`config.mk`:
```
export PLATFORM = sky130hd
export DESIGN_NAME = bounded_lifo_stack
export DESIGN_NICKNAME = d
export VERILOG_FILES = /design/src/design/blifo_pkg.sv /design/src/design/blifo_dp.sv /design/src/design/blifo_ctrl.sv /design/src/design/bounded_lifo_stack.sv
export SDC_FILE = /design/constraint.sdc
export NUM_CORES = 1
export LEC_CHECK = 0
export BUFFER_PORTS_ARGS = -buffer_cell sky130_fd_sc_hd__buf_2
export CORE_MARGIN = 2
export CORE_UTILIZATION = 40
export DETAILED_ROUTE_END_ITERATION = 8
export PLACE_DENSITY = 0.56
export SLEW_MARGIN = 20
export SYNTH_ARGS = -nofsm -noshare
export SYNTH_HDL_FRONTEND = slang
export SYNTH_SLANG_ARGS = --single-unit
```
`constraint.sdc`:
```
create_clock -name clk -period 5.8 [get_ports clk]
set_input_delay 1.16 -clock clk [delete_from_list [all_inputs] [get_ports clk]]
set_output_delay 1.16 -clock clk [all_outputs]
set_load 0.01 [all_outputs]
```
`src/design/blifo_pkg.sv`:
```
// ----------------------------------------------------------------------------
// blifo_pkg
// Shared types, widths and codes for the bounded lifo stack.
// ----------------------------------------------------------------------------
package blifo_pkg;

    // built depth of the word store
    localparam int DEPTH  = 16;
    localparam int WORD_W = 32;
    localparam int CAP_W  = 5;
    localparam int CNT_W  = $clog2(DEPTH + 1);
    localparam int ADDR_W = (DEPTH > 1) ? $clog2(DEPTH) : 1;
    localparam int LIM_W  = (CNT_W > CAP_W) ? CNT_W : CAP_W;

    // reset value of the capacity register
    localparam logic [CAP_W-1:0] CAP_RESET = CAP_W'(16);

    // result status codes
    localparam logic [1:0] ST_OK       = 2'd0;
    localparam logic [1:0] ST_OVERFLOW = 2'd1;
    localparam logic [1:0] ST_EMPTY    = 2'd2;

    // operation codes
    typedef enum logic [1:0] {
        FUNC_PUSH = 2'd0,
        FUNC_POP  = 2'd1,
        FUNC_PEEK = 2'd2,
        FUNC_TRAV = 2'd3
    } blifo_func_t;

    // input item
    typedef struct packed {
        blifo_func_t              func;
        logic signed [WORD_W-1:0] push_value;
    } blifo_in_t;

    // result item
    typedef struct packed {
        logic signed [WORD_W-1:0] value;
        logic [1:0]               status;
        logic                     last;
    } blifo_out_t;

    // store read address source
    typedef enum logic [1:0] {
        RD_TOP  = 2'd0,
        RD_ZERO = 2'd1,
        RD_NEXT = 2'd2
    } blifo_rd_src_t;

    // output register load source
    typedef enum logic [1:0] {
        OUT_PUSH  = 2'd0,
        OUT_OVF   = 2'd1,
        OUT_EMPTY = 2'd2,
        OUT_RD    = 2'd3
    } blifo_out_src_t;

    // commands from controller to datapath
    typedef struct packed {
        logic           push_we;
        logic           pop_dec;
        logic           idx_clr;
        logic           idx_inc;
        blifo_rd_src_t  rd_src;
        logic           out_ld;
        blifo_out_src_t out_src;
        logic           out_last;
    } blifo_cmd_t;

    // status from datapath to controller
    typedef struct packed {
        logic full;
        logic empty;
        logic idx_last;
    } blifo_sts_t;

endpackage

```
`src/design/blifo_dp.sv`:
```
// ----------------------------------------------------------------------------
// blifo_dp
// Datapath: word store, count, capacity, traverse index and output register.
// ----------------------------------------------------------------------------
module blifo_dp (
    input  logic                      clk,
    input  logic                      rst_n,
    input  logic                      cfg_we,
    input  logic [blifo_pkg::CAP_W-1:0] cfg_wdata,
    input  logic signed [blifo_pkg::WORD_W-1:0] push_value,
    input  blifo_pkg::blifo_cmd_t     cmd,
    output blifo_pkg::blifo_sts_t     sts,
    output blifo_pkg::blifo_out_t     out_item
);
    import blifo_pkg::*;

    logic [CAP_W-1:0]  cap_reg;
    logic [CNT_W-1:0]  count_reg;
    logic [CNT_W-1:0]  count_next;
    logic [ADDR_W-1:0] idx_reg;
    logic [ADDR_W-1:0] idx_next;
    logic [ADDR_W-1:0] idx_inc;
    logic [CNT_W-1:0]  cnt_dec;
    logic [ADDR_W-1:0] rd_addr;
    logic [LIM_W-1:0]  cap_ext;
    logic [LIM_W-1:0]  limit;
    logic signed [WORD_W-1:0] mem [DEPTH];
    logic signed [WORD_W-1:0] rd_data_reg;
    blifo_out_t        out_reg;
    blifo_out_t        out_next;

    // capacity saturated to the built depth
    assign cap_ext = LIM_W'(cap_reg);
    assign limit   = (cap_ext > LIM_W'(DEPTH)) ? LIM_W'(DEPTH) : cap_ext;

    assign cnt_dec = count_reg - CNT_W'(1);
    assign idx_inc = idx_reg + ADDR_W'(1);

    assign sts.full     = (LIM_W'(count_reg) >= limit);
    assign sts.empty    = (count_reg == '0);
    assign sts.idx_last = ((CNT_W'(idx_reg) + CNT_W'(1)) == count_reg);

    // read address select
    always_comb
    begin
        case (cmd.rd_src)
            RD_TOP:  rd_addr = cnt_dec[ADDR_W-1:0];
            RD_ZERO: rd_addr = '0;
            RD_NEXT: rd_addr = idx_inc;
            default: rd_addr = cnt_dec[ADDR_W-1:0];
        endcase
    end

    // count and index update
    always_comb
    begin
        count_next = count_reg;
        if (cmd.push_we)
            count_next = count_reg + CNT_W'(1);
        else if (cmd.pop_dec)
            count_next = cnt_dec;

        idx_next = idx_reg;
        if (cmd.idx_clr)
            idx_next = '0;
        else if (cmd.idx_inc)
            idx_next = idx_inc;
    end

    // control registers
    always_ff @(posedge clk or negedge rst_n)
    begin
        if (!rst_n)
        begin
            cap_reg   <= CAP_RESET;
            count_reg <= '0;
            idx_reg   <= '0;
        end
        else
        begin
            if (cfg_we)
                cap_reg <= cfg_wdata;
            count_reg <= count_next;
            idx_reg   <= idx_next;
        end
    end

    // word store with registered read
    always_ff @(posedge clk)
    begin
        if (cmd.push_we)
            mem[count_reg[ADDR_W-1:0]] <= push_value;
        rd_data_reg <= mem[rd_addr];
    end

    // output register load
    always_comb
    begin
        out_next = out_reg;
        if (cmd.out_ld)
        begin
            case (cmd.out_src)
                OUT_PUSH:
                begin
                    out_next.value  = push_value;
                    out_next.status = ST_OK;
                    out_next.last   = 1'b1;
                end
                OUT_OVF:
                begin
                    out_next.value  = '0;
                    out_next.status = ST_OVERFLOW;
                    out_next.last   = 1'b1;
                end
                OUT_EMPTY:
                begin
                    out_next.value  = '0;
                    out_next.status = ST_EMPTY;
                    out_next.last   = 1'b1;
                end
                OUT_RD:
                begin
                    out_next.value  = rd_data_reg;
                    out_next.status = ST_OK;
                    out_next.last   = cmd.out_last;
                end
                default:
                begin
                    out_next.value  = '0;
                    out_next.status = ST_EMPTY;
                    out_next.last   = 1'b1;
                end
            endcase
        end
    end

    always_ff @(posedge clk)
    begin
        out_reg <= out_next;
    end

    assign out_item = out_reg;

endmodule

```
`src/design/blifo_ctrl.sv`:
```
// ----------------------------------------------------------------------------
// blifo_ctrl
// Controller: takes one item at a time and sequences store reads and results.
// ----------------------------------------------------------------------------
module blifo_ctrl (
    input  logic                   clk,
    input  logic                   rst_n,
    input  logic                   in_valid,
    output logic                   in_stall,
    input  blifo_pkg::blifo_func_t func,
    output logic                   out_valid,
    input  logic                   out_stall,
    input  blifo_pkg::blifo_sts_t  sts,
    output blifo_pkg::blifo_cmd_t  cmd
);
    import blifo_pkg::*;

    typedef enum logic [1:0] {
        S_IDLE,
        S_READ,
        S_OUT
    } state_t;

    state_t state_reg;
    state_t state_next;
    logic   trav_reg;
    logic   trav_next;
    logic   out_valid_reg;
    logic   out_valid_next;

    assign in_stall  = (state_reg != S_IDLE);
    assign out_valid = out_valid_reg;

    // next state and datapath commands
    always_comb
    begin
        state_next     = state_reg;
        trav_next      = trav_reg;
        out_valid_next = out_valid_reg;
        cmd            = '0;
        cmd.rd_src     = RD_TOP;
        cmd.out_src    = OUT_RD;

        case (state_reg)
            S_IDLE:
            begin
                if (in_valid)
                begin
                    trav_next = 1'b0;
                    case (func)
                        FUNC_PUSH:
                        begin
                            cmd.out_ld = 1'b1;
                            if (sts.full)
                                cmd.out_src = OUT_OVF;
                            else
                            begin
                                cmd.push_we = 1'b1;
                                cmd.out_src = OUT_PUSH;
                            end
                            state_next     = S_OUT;
                            out_valid_next = 1'b1;
                        end
                        FUNC_POP, FUNC_PEEK:
                        begin
                            if (sts.empty)
                            begin
                                cmd.out_ld     = 1'b1;
                                cmd.out_src    = OUT_EMPTY;
                                state_next     = S_OUT;
                                out_valid_next = 1'b1;
                            end
                            else
                            begin
                                cmd.pop_dec = (func == FUNC_POP);
                                cmd.rd_src  = RD_TOP;
                                state_next  = S_READ;
                            end
                        end
                        FUNC_TRAV:
                        begin
                            if (sts.empty)
                            begin
                                cmd.out_ld     = 1'b1;
                                cmd.out_src    = OUT_EMPTY;
                                state_next     = S_OUT;
                                out_valid_next = 1'b1;
                            end
                            else
                            begin
                                cmd.idx_clr = 1'b1;
                                cmd.rd_src  = RD_ZERO;
                                trav_next   = 1'b1;
                                state_next  = S_READ;
                            end
                        end
                        default:
                        begin
                            state_next = S_IDLE;
                        end
                    endcase
                end
            end

            // store data is ready, move it to the output register
            S_READ:
            begin
                cmd.out_ld     = 1'b1;
                cmd.out_src    = OUT_RD;
                cmd.out_last   = !trav_reg || sts.idx_last;
                state_next     = S_OUT;
                out_valid_next = 1'b1;
            end

            // hold the result until taken
            S_OUT:
            begin
                if (!out_stall)
                begin
                    out_valid_next = 1'b0;
                    if (trav_reg && !sts.idx_last)
                    begin
                        cmd.idx_inc = 1'b1;
                        cmd.rd_src  = RD_NEXT;
                        state_next  = S_READ;
                    end
                    else
                    begin
                        trav_next  = 1'b0;
                        state_next = S_IDLE;
                    end
                end
            end

            default:
            begin
                state_next     = S_IDLE;
                out_valid_next = 1'b0;
                trav_next      = 1'b0;
            end
        endcase
    end

    // state and registered outputs
    always_ff @(posedge clk or negedge rst_n)
    begin
        if (!rst_n)
        begin
            state_reg     <= S_IDLE;
            trav_reg      <= 1'b0;
            out_valid_reg <= 1'b0;
        end
        else
        begin
            state_reg     <= state_next;
            trav_reg      <= trav_next;
            out_valid_reg <= out_valid_next;
        end
    end

endmodule

```
`src/design/bounded_lifo_stack.sv`:
```
// ----------------------------------------------------------------------------
// bounded_lifo_stack
// Bounded last-in first-out stack of signed 32-bit words.
// ----------------------------------------------------------------------------
// Input channel in_valid/in_stall carries one item: func and push_value.
// Push, pop and peek give one result; traverse gives one result per held
// word, bottom to top, with last set on the top word. Errors (push on a full
// stack, pop/peek/traverse on an empty one) give one result with value 0.
// Output channel out_valid/out_stall carries value, status and last.
// Items are taken one at a time: in_stall is high from the cycle after an
// item is taken until its final result has been taken.
// Push and error results appear in the cycle after the item is taken;
// pop, peek and each traverse word pass first through the registered store
// read and then through the output register.
// A stalled result holds in the output register and the store waits.
// Reset empties the stack and sets capacity to 16; store contents stay
// undefined and are never read before being pushed. cfg_we writes capacity
// (limit is min(capacity, 16)) and is meant for use while the block is idle.
// ----------------------------------------------------------------------------
module bounded_lifo_stack (
    input  logic                          clk,
    input  logic                          rst_n,
    input  logic                          in_valid,
    output logic                          in_stall,
    input  blifo_pkg::blifo_in_t          in_item,
    output logic                          out_valid,
    input  logic                          out_stall,
    output blifo_pkg::blifo_out_t         out_item,
    input  logic                          cfg_we,
    input  logic [blifo_pkg::CAP_W-1:0]   cfg_wdata
);
    import blifo_pkg::*;

    blifo_cmd_t cmd;
    blifo_sts_t sts;

    // sequencing
    blifo_ctrl u_ctrl (
        .clk       (clk),
        .rst_n     (rst_n),
        .in_valid  (in_valid),
        .in_stall  (in_stall),
        .func      (in_item.func),
        .out_valid (out_valid),
        .out_stall (out_stall),
        .sts       (sts),
        .cmd       (cmd)
    );

    // storage and result register
    blifo_dp u_dp (
        .clk        (clk),
        .rst_n      (rst_n),
        .cfg_we     (cfg_we),
        .cfg_wdata  (cfg_wdata),
        .push_value (in_item.push_value),
        .cmd        (cmd),
        .sts        (sts),
        .out_item   (out_item)
    );

endmodule

```
## Yosys cells after proc, flatten, opt, wreduce, memory -nomap -nowiden

Memories as Yosys holds them, arrays and structs flattened. A register that Yosys moved wholly into a read port is not among the register bits.
Index checks and enable logic that the tools add are counted.

- Register bits after elaboration: 53
- Latch bits: 0
- Memory bits (writable): 512
- ROM bits: 0
- Input port bits: 44
- Output and inout bits: 37
- Logic and storage cells: 92
- Memories: 1

- Add/sub/neg operators: 4
- Multiply operators: 0
- Div/mod/pow operators: 0
- Order comparisons: 2
- Eq/ne operators: 15
- Shift-type cells: 0
- Multiplexer cells: 44
- Bitwise operators: 1
- Reduce and logical (&&, ||, !) cells: 16

Memories:

| name | words | width | rd ports | clocked after memory_dff | wr ports | RTL line | text |
|---|---|---|---|---|---|---|---|
| u_dp.mem | 16 | 32 | 1 | 1 | 1 | blifo_dp.sv:27 | `logic signed [WORD_W-1:0] mem [DEPTH];` |

Operators by type and width:

| operator | count |
|---|---|
| case mux 35 bit (4 select lines) | 1 |
| two-way mux 5 bit | 4 |
| two-way mux 1 bit | 19 |
| two-way mux 3 bit | 5 |
| == test 2 bit, second input constant | 6 |
| case mux 3 bit (2 select lines) | 2 |
| == test 2 x 1 -> 1 bit, second input constant | 4 |
| two-way mux 2 bit | 4 |
| two-way mux 4 bit | 2 |
| case mux 2 bit (2 select lines) | 2 |
| case mux 4 bit (2 select lines) | 1 |
| logical NOT 2 bit | 3 |
| inequality test 2 bit, second input constant | 3 |
| case mux 1 bit (3 select lines) | 2 |
| case mux 2 bit (3 select lines) | 1 |
| nonzero test 2 bit | 3 |
| adder 4 x 1 -> 5 bit, second input constant | 1 |
| adder 5 x 1 -> 5 bit, second input constant | 1 |
| == test 5 bit | 1 |
| greater-or-equal comparator 5 bit | 1 |
| > comparator 5 bit, second input constant | 1 |
| logical NOT 5 bit | 1 |
| subtractor 5 x 1 -> 5 bit, second input constant | 1 |
| adder 4 x 1 -> 4 bit, second input constant | 1 |
| other kinds (11) | 12 |

## Logic depth before layout (Yosys ltp)

Gate-level depths: netlist of the first run.

- Depth after elaboration: 9
- Depth in mapped cells: 15
- Gate-level depth less buffers: 12

## Hierarchy

A second synthesis of the first run with hierarchy kept.

- Cell total of the unflattened synthesis: 1632
- Area total of the unflattened synthesis: 23771.5 um^2

Modules (own cells, without submodules):

| module | times used | cells each | area each (um^2) |
|---|---|---|---|
| blifo_dp | 1 | 1596 | 23472.5 |
| blifo_ctrl | 1 | 36 | 299.0 |

## Worst setup path after synthesis of the first run

No wires, ideal clock.

- Path kind: input to register
- From: input port in_valid
- To: memory u_dp.mem[15][0], enable pin
- Arrival time: 3.699 ns
- Data required time: 5.339 ns
- Slack: 1.640 ns
- Stages: 4
- Path buffers: 0
- Path through: nand2b_1 nor2_1 nand2_1 nor3_1

- Cells in the longest elaborated chain, start to end: 4

RTL lines:

| what | RTL line | text |
|---|---|---|
| start: declaration | bounded_lifo_stack.sv:23 | `input logic in_valid,` |
| two-way mux 3 bit | blifo_ctrl.sv:47 | `if (in_valid)` |
| two-way mux 3 bit | blifo_ctrl.sv:44 | `case (state_reg)` |
| two-way mux 1 bit | blifo_dp.sv:91 | `if (cmd.push_we)` |
| two-way mux 1 bit (implied by the code) | blifo_dp.sv:92 | `mem[count_reg[ADDR_W-1:0]] <= push_value;` |
| end: declaration | blifo_dp.sv:27 |  |

No other way between the ends.

## Worst setup path in the final report of the first run

- From: register u_dp.idx_reg[0]
- To: register u_dp.rd_data_reg[18] (read register of u_dp.mem)

- Cells in the longest elaborated chain, start to end: 9

RTL lines:

| what | RTL line | text |
|---|---|---|
| start: declaration | blifo_dp.sv:20 | `logic [ADDR_W-1:0] idx_reg;` |
| start signal: assignment | blifo_dp.sv:84 | `idx_reg <= idx_next;` |
| adder 4 x 1 -> 5 bit | blifo_dp.sv:41 | `assign sts.idx_last = ((CNT_W'(idx_reg) + CNT_W'(1)) == count_reg);` |
| == test 5 bit | blifo_dp.sv:41 |  |
| logical NOT 1 bit | blifo_ctrl.sv:121 | `if (trav_reg && !sts.idx_last)` |
| logical AND 1 bit | blifo_ctrl.sv:121 |  |
| two-way mux 3 bit | blifo_ctrl.sv:121 |  |
| two-way mux 3 bit | blifo_ctrl.sv:118 | `if (!out_stall)` |
| case mux 2 bit (2 select lines) | blifo_ctrl.sv:44 |  |
| == test 2 bit or == test 2 x 1 -> 1 bit (tied branches) | blifo_dp.sv:46 | `case (cmd.rd_src)` |
| case mux 4 bit (2 select lines) (*) | blifo_dp.sv:46 |  |
| end: declaration | blifo_dp.sv:28 | `logic signed [WORD_W-1:0] rd_data_reg;` |

Every way passes the cells marked *; elsewhere a longest branch is shown, timed or not.
A chain may end at the register's enable or synchronous reset.

==> impl_results.md, run 1 <==
* Die ar. at 0.0584 sq mm
* CTS sink count at between 500 and 600
* CTS tree: done
* Fmax at approximately 0.23 GHz
* Critical Path Start: u_dp.idx_reg[0]
* Post-synth EDFFs at around 550
* Die Y-Extent at 242 um
* CTS root buffer: clkbuf_16
* Iter 0 DRT Violations at 974
* Compound-Gate Fraction of Synth Area at 4.07%
* WS Path Type: register to register
* CP bufs+invs at 2
* Routed Antenna Nets at 0
* Largest net degree at the start of global routing at 47
* Post-CTS Repair Setup Buffers at 0
* Total CTS buffers at 60
* Slowest CP cell: mux2i_4
* Slew headroom at 35.2%
* Hold buffer count at cts at 0
* Reg2reg start: u_dp.idx_reg[0]
* Routed Wire Length at ~52000 um
* R2R cell count at 12
* DR pass1 iterations at 5
* Synth warn at 0
* Async S/R FF share, synth at between 3 and 4%
* Core area at 0.0561 sq mm
* Largest family of logic cells by synthesized area: multiplexers
* Synthesized flop and latch total at slightly below 600
* Layout Cells excl Fill at ~2000
* Worst vdd ir at between 0.2 and 0.3 mV
* Total power at 0.0136 W
* Resize count post-CTS at 0
* Vias per cell at 5.46
* Starting Density at roughly 40%
* Power Dens Cells at around 520 mW/mm^2
* Final Wtd Congestion at 0.728
* Crit-path leading delay family: multiplexers
* Area Overhead vs Synth at 16.2%
* Syn_area_per_cell at between 20 and 25 sq um
* Adder-Cell Fraction of Synth Area at less than 1%
* Worst-skew pair later-pin latency at 610 ps
* RSZ-0062 raised after global routing: no
* Initial antenna violation count at 3
* Nets@finish at approximately 1200
* Status: complete, no violations
* Largest register FFs at 512
* Drt wl/cell at about 26 um
* CP Max Fanout at 30
* Worst-path clk slew at around 60 ps
* First-pass GRT wire length at about 77000 um
* Post-synth net total at 1111
* Post-DP HPWL at around 28000 um
* R2R Setup Slk at roughly 1500 ps
* Seq/Total Area, Yosys at between 70% and 80%
* CP peak stage delay at between 800 and 900 ps
* Ys flop type: edfxtp_1
* Fillers at ~4600
* Total gr overflow at 0
* Mux contribution to synthesized area at 13.3%
* DR DRC count at 0
* Rows at 87
* Hold Path Class: input port to asynchronous set/reset pin
* Cell breakdown of the critical path: ha_1 > xnor2_1 > a211oi_1 > o211ai_1 > nand2_1 > inv_1 > ha_1 > mux2i_4 > buf_12 > mux4_2 > a22oi_1 > nand2_1
* GRT Overall Usage at 18.0%
* CTS max path bufs at 3
* Vias in the first global route at between 10000 and 15000
* Tcrit/Tclk final at approximately 75%
* Hold Vio Cnt, Final at 0
* Setup WS pre-CTS at around 1400 ps
* Final hold slack at 484 ps
* Worst Max-Slew Pin Slew at ~1000 ps
* Static Leak at slightly below 9 nW
* Fin worst setup slack at around 1500 ps
* DP Cell Count at 1879
* Final Max Tran Viols at 0
* Critical Path RT at approximately 6300 ps
* Critical path capture point type: register
* Port Buf Inserts at 80
* Post-Synth Simple-Gate Area at ~2.4%
* XOR/XNOR Fraction of Synth Area at less than 1%
* # IOs at 81
* Arrival @ worst endpoint at between 4000 and 5000 ps
* Worst Skew at approximately 17 ps
* CP Launch Type: register
* Fraction of layout cells with a size suffix above 1 at between 30% and 40%
* Max cap viols at 0
* Final setup viols at 0
* Setup TNS at 0 ps
* Fin crit period at 4340 ps
* Post-Synthesis Cells at 1051
* Unique masters post-synth at 45
* Via count at around 11000
* Worst r2r dst: u_dp.rd_data_reg[18]
* H-tree Lvls at 2
* Die Wd at around 240 um
* Synthesized cell area at 0.0226 sq mm
## placed cells by master (no fill, tap or decap), drive strengths merged, types with 2 or more instances in the layout
| cell type | netlist | final |
|---|---|---|
| a211oi | 2 | 2 |
| a21o | 4 | 4 |
| a21oi | 5 | 5 |
| a22o | 33 | 33 |
| a22oi | 66 | 66 |
| and2 | 2 | 2 |
| and3 | 17 | 17 |
| buf | 27 | 125 |
| bufinv | 0 | 8 |
| clkbuf | 26 | 75 |
| clkinv | 0 | 24 |
| clkinvlp | 0 | 3 |
| dfrtp | 17 | 17 |
| dfxtp | 32 | 32 |
| edfxtp | 547 | 547 |
| ha | 16 | 16 |
| inv | 6 | 6 |
| mux2 | 5 | 5 |
| mux2i | 6 | 6 |
| mux4 | 128 | 128 |
| nand2 | 49 | 49 |
| nand2b | 4 | 4 |
| nand3 | 4 | 4 |
| nor2 | 12 | 12 |
| nor2b | 8 | 8 |
| nor3 | 3 | 3 |
| nor3b | 3 | 3 |
| o211ai | 3 | 3 |
| o21ai | 4 | 4 |
| o31ai | 2 | 2 |
| xnor2 | 6 | 6 |
| xor2 | 5 | 5 |
## cells by family after synthesis
kind of cell | Yosys count
adders and majority gates | 16
and+or+nand+nor | 108
buffers and inverters | 59
xor gates and xnor gates | 12
DFF | 597
muxes | 139
AOI/OAI and AO/OA | 120
## through the flow
step	util, %	area (sq um)
floorplan	-	22600
global placement	43.2	24200
detailed placement	43.2	24200
CTS	46.8	26200
global route	46.8	26200
finish	46.8	26200
## synthesized netlist by cell type, types with 2 or more instances
cell / instances / area, sq um
edfxtp_1: 547 / 16400
buf_2: 11 / 55.1
inv_1: 5 / 18.8
nand2b_1: 4 / 25.0
xnor2_1: 6 / 52.6
nor3b_1: 2 / 15.0
a22o_1: 33 / 289
nor3_1: 3 / 15.0
clkbuf_1: 26 / 97.6
xor2_1: 5 / 43.8
nand2_1: 49 / 184
o21ai_1: 3 / 15.0
a22oi_1: 66 / 495
nor2_1: 12 / 45.0
a21oi_1: 5 / 25.0
a21o_1: 4 / 30.0
mux4_2: 128 / 2880
o31ai_1: 2 / 15.0
buf_1: 5 / 18.8
nor2b_1: 8 / 50.1
nand3_1: 4 / 20.0
dfrtp_1: 17 / 425
mux2i_1: 6 / 60.1
dfxtp_1: 32 / 641
mux2_2: 5 / 56.3
buf_4: 10 / 75.1
ha_1: 16 / 200
o211ai_1: 3 / 22.5
a211oi_1: 2 / 15.0
and3_1: 17 / 106
## report_power, final
group | leakage (nW) | switching, W | internal, W | total (W)
registers | 5.43 | 0.000151 | 0.00510 | 0.00525
logic | 2.36 | 0.00237 | 0.00199 | 0.00436
clock network | 0.996 | 0.00160 | 0.00236 | 0.00397
## worst max path at each step
stage,end,cells after the start
final,u_dp.rd_data_reg[18],12
after global routing,u_dp.rd_data_reg[27],13
after CTS,u_dp.rd_data_reg[13],13
after detailed placement,u_dp.rd_data_reg[13],11
after global placement,u_dp.rd_data_reg[13],11
after floorplan,u_dp.mem[15][0],4
## area by class of cell
class / instances / area (sq um) / share of cell area, %
sequential: 597 / 17500 / 66.8
tap: 756 / 946 / 3.61
antenna: 1 / 2.50 / 0.00954
inverter: 6 / 22.5 / 0.0859
clock inverter: 35 / 372 / 1.42
clock buffer: 75 / 1660 / 6.33
multi-input combinational: 395 / 4880 / 18.6
timing repair buffer: 125 / 826 / 3.15
## worst reg2reg max path, cell delays in order, from the launching register on
cell and delay (ps):
dfrtp_1 490, ha_1 330, xnor2_1 210, a211oi_1 280
o211ai_1 220, nand2_1 270, inv_1 80, ha_1 520
mux2i_4 830, buf_12 320, mux4_2 370, a22oi_1 240
nand2_1 70
## routing by layer
layer	global-route usage, %	up-vias	routed length [um]
met5	0	-	27
met1	25.7	5848	23500
li1	-	4669	-
met2	29.4	280	25300
met4	4.33	4	867
met3	2.67	71	2450
No activity file was read; power rests on OpenSTA's default activity.
==> inputs of run 2 (changes only) <==
==> constraint.sdc (replaced) <==
create_clock -name clk -period 4.55 [get_ports clk]
set_input_delay 0.91 -clock clk [delete_from_list [all_inputs] [get_ports clk]]
set_output_delay 0.91 -clock clk [all_outputs]
set_load 0.01 [all_outputs]
==> run 2 against run 1 <==
Net effect:
- register-to-register slack worse by 1000 ps
- count of clock-buffer cells in the layout is 4 higher
- largest cell class unchanged
- clock power rose by 17%
- setup slack got worse by 1000 ps
- routed wire length grew 0.27%
- design area fell by 0.10%
- largest power group unchanged
==> impl_results.md, run 2 (same netlist as run 1, synthesis figures left out) <==
* DR pass1 iterations at 5 (unchanged)
* Die ar. at 0.0584 sq mm (unchanged)
* Total CTS buffers at 60 (unchanged)
* CTS max path bufs at 3 (unchanged)
* Worst vdd ir at 0.469 mV (+64%)
* RSZ-0062 raised after global routing: no
* Worst Skew at 25.1 ps (+8.12 ps)
* R2R cell count at 14 (+2)
* First-pass GRT wire length at 76800 um (-0.33%)
* Worst-path clk slew at 60 ps (about the same)
* Fin crit period at 4090 ps (-251 ps)
* Final setup viols at 0 (unchanged)
* Fillers at 4655 (+0.37%)
* CTS sink count at 597 (unchanged)
* Slew headroom at 45.0% (+9.7 points)
* Initial antenna violation count at 2 (-1)
* Vias per cell at 5.46 (about the same)
* CP Launch Type: register
* Iter 0 DRT Violations at 1055 (+8.3%)
* Starting Density at 40.3% (unchanged)
* DR DRC count at 0 (unchanged)
* Die Y-Extent at 242 um (unchanged)
* Tcrit/Tclk final at 89.9% (+15 points)
* Final Max Tran Viols at 0 (unchanged)
* Most frequent cells in the layout: 547 x edfxtp_1, 128 x mux4_2, 80 x buf_2, 66 x a22oi_1, 61 x clkbuf_16
* Static Leak at 8.71 nW (-0.78%)
* Worst Max-Slew Pin Slew at 825 ps (-146 ps)
* Total gr overflow at 0 (unchanged)
* Fmax at 0.244 GHz (+6.1%)
* Hold Vio Cnt, Final at 0 (unchanged)
* Max cap viols at 0 (unchanged)
* Multi-input logic area at 0.00489 sq mm (+0.10%)
* Core area at 0.0561 sq mm (unchanged)
* Rows at 87 (unchanged)
* Arrival @ worst endpoint at 4610 ps (-230 ps)
* Cell breakdown of the critical path: ha_1 > xnor2_1 > a211oi_1 > o211ai_1 > nand2_1 > inv_1 > ha_1 > nor3b_2 > a21oi_4 > buf_12 > buf_12 > mux4_2 > a22oi_1 > nand2_1
* Final Wtd Congestion at 0.748 (+2.8%)
* Setup TNS at 0 ps (unchanged)
* Die Wd at 242 um (unchanged)
* Sequential cell area at 0.0175 sq mm (unchanged)
* Critical path capture point type: register
* Port Buf Inserts at 80 (unchanged)
* CTS root buffer: clkbuf_16
* Power Dens Cells at 648 mW/mm^2 (+25%)
* Routed Wire Length at 52200 um (+0.27%)
* Status: complete, no violations
* Largest register FFs at 512 (unchanged)
* Drt wl/cell at 26.2 um (+0.22%)
* CP Max Fanout at 30 (unchanged)
* Largest net degree at the start of global routing at 37 (-21%)
* Resize count post-CTS at 0 (unchanged)
* CTS tree: done
* Worst-skew pair later-pin latency at 630 ps (+20 ps)
* Total power at 0.0170 W (+25%)
* Post-DP HPWL at 27900 um (-0.49%)
* Nets@finish at 1242 (-0.24%)
* Commonest non-fill, non-tap cell in the layout: edfxtp_1
* Slowest CP cell: mux4_2
* # IOs at 81 (unchanged)
* CP peak stage delay at 540 ps (-290 ps)
* Post-CTS Repair Setup Buffers at 0 (unchanged)
* Routed Antenna Nets at 0 (unchanged)
* Area Overhead vs Synth at 16.1%
* Vias in the first global route at 11177 (-1.7%)
* Hold buffer count at cts at 0 (unchanged)
* Hold Path Class: input port to asynchronous set/reset pin
* GRT Overall Usage at 18.0% (-0.060 points)
* WS Path Type: register to register
* Via count at 10875 (+0.028%)
* Fraction of layout cells with a size suffix above 1 at 29.8% (-1.2 points)
* Critical Path RT at 5070 ps (-1220 ps)
* H-tree Lvls at 2 (unchanged)
-- run 2: cell types whose count changed in the layout (fill, tap and decap cells not counted), sizes merged --
cell      before  now
buf          125  122
bufinv         8    2
clkbuf        75   79
clkinv        24   31
clkinvlp       3    2
-- run 2: path summary, 6_finish.rpt --
| path | slack, ps | endpoint | startpoint |
|---|---|---|---|
| max | 460 | u_dp.rd_data_reg[17] | u_dp.idx_reg[0] |
| min in group clk | 510 | u_dp.cap_ext[0] | u_dp.cap_ext[0] |
| min reg2reg | 510 | u_dp.cap_ext[0] | u_dp.cap_ext[0] |
| min | 220 | u_dp.cap_ext[2] | rst_n |
| max in group asynchronous | 4000 | u_dp.cap_ext[4] | rst_n |
| max reg2reg | 460 | u_dp.rd_data_reg[17] | u_dp.idx_reg[0] |
-- run 2: power breakdown --
| part | switching (W) | internal, W |
|---|---|---|
| Clock | 0.00204 | 0.00261 |
| Combinational | 0.00305 | 0.00259 |
| Sequential | 0.000190 | 0.00650 |
-- run 2: layer usage --
metal	global-route usage, %	share of wire, %	wire length, um	vias to the layer above
li1	-	-	-	4667
met1	25.7	45	23600	5861
met2	29.0	48	25200	272
met3	2.79	4.6	2400	73
met4	4.82	2.0	1040	2
met5	0	0.013	7	-
-- run 2: stage by stage --
stage          hold slack (ps)  std cells  cell area [sq um]  setup slack (ps)  util, %
2_1_floorplan              473       1051              22600               435        -
3_3_place_gp               497       1876              24300               497     43.4
3_5_place_dp               498       1876              24300               419     43.4
4_1_cts                    204       1990              26200               406     46.7
5_1_grt                    236       1990              26200              96.6     46.7
6_report                   220       1991              26200               458     46.7
-- run 2: layout make-up --
class	count	share of cell area, %
Inverter	6	0.0860
Timing Repair Buffer	122	3.69
Multi-Input combinational cell	395	18.7
Tap cell	756	3.61
Clock buffer	79	6.16
Sequential cell	597	66.9
Antenna cell	1	0.00955
Clock inverter	35	0.936
-- run 2: critical path, delay by kind of cell, from the launching register on --
family	cells	cell delay (ps)
AOI/OAI and AO/OA	4	870
muxes	1	540
DFF	1	450
buffers and inverters	3	660
and+or+nand+nor	3	430
xor gates and xnor gates	1	200
adders and majority gates	2	810
==> inputs of run 3 (changes only) <==
--- a/config.mk
+++ b/config.mk
@@ -6,7 +6,6 @@
 export NUM_CORES = 1
 export LEC_CHECK = 0
 export BUFFER_PORTS_ARGS = -buffer_cell sky130_fd_sc_hd__buf_2
-export CORE_MARGIN = 2
 export CORE_UTILIZATION = 40
 export DETAILED_ROUTE_END_ITERATION = 8
 export PLACE_DENSITY = 0.56
==> run 3 against run 2 <==
Net effect:
- largest power group unchanged
- sequential power barely moved
- highest routed layer unchanged
- clock power increased by 3%
- critical endpoint is now u_dp.rd_data_reg[20]
- design area rose by 0.12%
- largest cell class unchanged
==> impl_results.md, run 3 (same netlist as run 1, synthesis figures left out) <==
* Sequential cell area at 0.0175 sq mm (unchanged)
* Metal2 WL at 25200 um (+0.26%)
* Total CTS buffers at 60 (unchanged)
* Vias per cell at 5.48 (+0.40%)
* Status: complete, no violations
* Final setup viols at 0 (unchanged)
* Fillers at 4551 (-2.2%)
* CP Max Fanout at 28 (-6.7%)
* Rows at 86 (-1.1%)
* CTS root buffer: clkbuf_16
* Core area at 0.0554 sq mm (-1.1%)
* Area Overhead vs Synth at 16.2%
* Worst-path clk slew at 60 ps (about the same)
* Total gr overflow at 0 (unchanged)
* GRT Overall Usage at 18.8% (+0.82 points)
* Routed Wire Length at 52400 um (+0.28%)
* CP Launch Type: register
* Max cap viols at 0 (unchanged)
* Via count at 10913 (+0.35%)
* Most frequent cells in the layout: 547 x edfxtp_1, 128 x mux4_2, 80 x buf_2, 66 x a22oi_1, 62 x clkbuf_16
* Sequential share of power at 39.0% (-0.4 points)
* Vias in the first global route at 11222 (+0.40%)
* Cell breakdown of the critical path: ha_1 > xnor2_1 > a211oi_1 > o211ai_1 > nand2_1 > inv_1 > ha_1 > nor3b_2 > a21oi_4 > buf_12 > buf_4 > mux4_2 > a22oi_1 > nand2_1
* Final hold slack at 241 ps (+20.8 ps)
* Nets@finish at 1251 (+0.72%)
* Die Wd at 240 um (-0.83%)
* Largest net degree at the start of global routing at 45 (+22%)
* # IOs at 81 (unchanged)
* RSZ-0062 raised after global routing: no
* Post-CTS Repair Setup Buffers at 0 (unchanged)
* Largest register FFs at 512 (unchanged)
* Final Wtd Congestion at 0.754 (+0.76%)
* Crit-path leading delay family: compound AO/OA/AOI/OAI gates
* Met1 WL at 23000 um (-2.5%)
* Iter 0 DRT Violations at 972 (-7.9%)
* DR pass1 iterations at 4 (-1)
* Psw at 0.00531 W (+0.35%)
* CP bufs+invs at 3 (unchanged)
* Arrival @ worst endpoint at 4630 ps (+20 ps)
* Initial antenna violation count at 4 (+2)
* Commonest non-fill, non-tap cell in the layout: edfxtp_1
* Comb power frac at 33.0% (-0.2 points)
* Worst Skew at 15.0 ps (-10.1 ps)
* Power Dens Cells at 652 mW/mm^2 (+0.66%)
* Worst vdd ir at 0.647 mV (+38%)
* Critical path capture point type: register
* Utilization after layout at 47.3% (+0.60 points)
* Worst Max-Slew Pin Slew at 902 ps (+76.7 ps)
* CTS max path bufs at 3 (unchanged)
* Hold buffer count at cts at 0 (unchanged)
* Slew headroom at 39.7% (-5.3 points)
* CTS tree: done
* Max layer used: met5
* WS Path Type: register to register
* First-pass GRT wire length at 76800 um (about the same)
* Starting Density at 40.7% (+0.47 points)
* Fmax at 0.242 GHz (-0.95%)
* CTS sink count at 597 (unchanged)
* Multi-input logic area at 0.00488 sq mm (-0.10%)
* Hold Path Class: input port to asynchronous set/reset pin
* Switching Fraction at 31.0% (-0.14 points)
* Slowest CP cell: mux4_2
* Resize count post-CTS at 0 (unchanged)
* Clk pwr share at 28.0% (+0.6 points)
* Post-DP HPWL at 28200 um (+1.1%)
* Final Max Tran Viols at 0 (unchanged)
* Fraction of layout cells with a size suffix above 1 at 30.9% (+1.0 points)
* Hold Vio Cnt, Final at 0 (unchanged)
* Routed Antenna Nets at 0 (unchanged)
* Fin crit period at 4130 ps (+39.3 ps)
* Met3 Wirelength at 3020 um (+26%)
* Die Y-Extent at 240 um (-0.83%)
* H-tree Lvls at 2 (unchanged)
* DR DRC count at 0 (unchanged)
* Drt wl/cell at 26.3 um (+0.33%)
* Critical Path RT at 5050 ps (-20 ps)
* Tcrit/Tclk final at 90.8% (+0.86 points)
* Die ar. at 0.0574 sq mm (-1.6%)
* Setup TNS at 0 ps (unchanged)
* CP peak stage delay at 540 ps (about the same)
* Internal at 0.0118 W (+0.99%)
* Static Leak at 8.76 nW (+0.58%)
* Port Buf Inserts at 80 (unchanged)
* Worst-skew pair later-pin latency at 620 ps (about the same)
[run 3: path summary, 6_finish.rpt]
check                                     start                   end  slack (ps)  depth (start not counted)
min in group clk                u_dp.cap_ext[0]       u_dp.cap_ext[0]         500                          1
worst min register to register  u_dp.cap_ext[0]       u_dp.cap_ext[0]         500                          1
max in group asynchronous                 rst_n       u_dp.cap_ext[4]        3970                          1
worst max register to register  u_dp.idx_reg[0]  u_dp.rd_data_reg[20]         420                         14
worst max-delay path            u_dp.idx_reg[0]  u_dp.rd_data_reg[20]         420                         14
worst min-delay path                      rst_n     u_dp.count_reg[4]         240                          1
[run 3: metal layers]
metal	track usage (%)	vias up
li1	-	4683
met1	26.1	5823
met4	4.70	6
met2	30.3	326
met3	3.91	75
met5	0	-
[run 3: metrics by stage]
step,std cells,power (W),setup WS [ps],cell area [sq um]
finish,1990,0.0171,418,26200
global route,1989,0.0179,81.6,26200
CTS,1989,0.0173,393,26200
detailed placement,1877,0.0125,406,24300
global placement,1877,0.0125,508,24300
floorplan,1051,0.0106,435,22600
[run 3: power groups by stage]
stage | Combinational [W] | Sequential [W] | Clock (W)
final | 0.00565 | 0.00667 | 0.00479
after global routing | 0.00610 | 0.00671 | 0.00511
after detailed placement | 0.00573 | 0.00678 | 0
after floorplan | 0.00380 | 0.00680 | 0
after global placement | 0.00572 | 0.00679 | 0
after CTS | 0.00576 | 0.00668 | 0.00491
[run 3: worst register-to-register path, stage by stage (launching register included)]
cell	delay [ps]
dfrtp_1	460
ha_1	310
xnor2_1	190
a211oi_1	280
o211ai_1	200
nand2_1	240
inv_1	80
ha_1	520
nor3b_2	110
a21oi_4	200
buf_12	280
buf_4	330
mux4_2	540
a22oi_1	210
nand2_1	80
[run 3: cell type report]
cell class,instances,share of cell area [%]
well taps,748,3.57
multi-input cells,395,18.6
repair buffers,131,3.65
clock inverters,36,1.14
inverters,6,0.0858
flip-flops and latches,597,66.8
clock buffers,76,6.15
diodes,1,0.00954
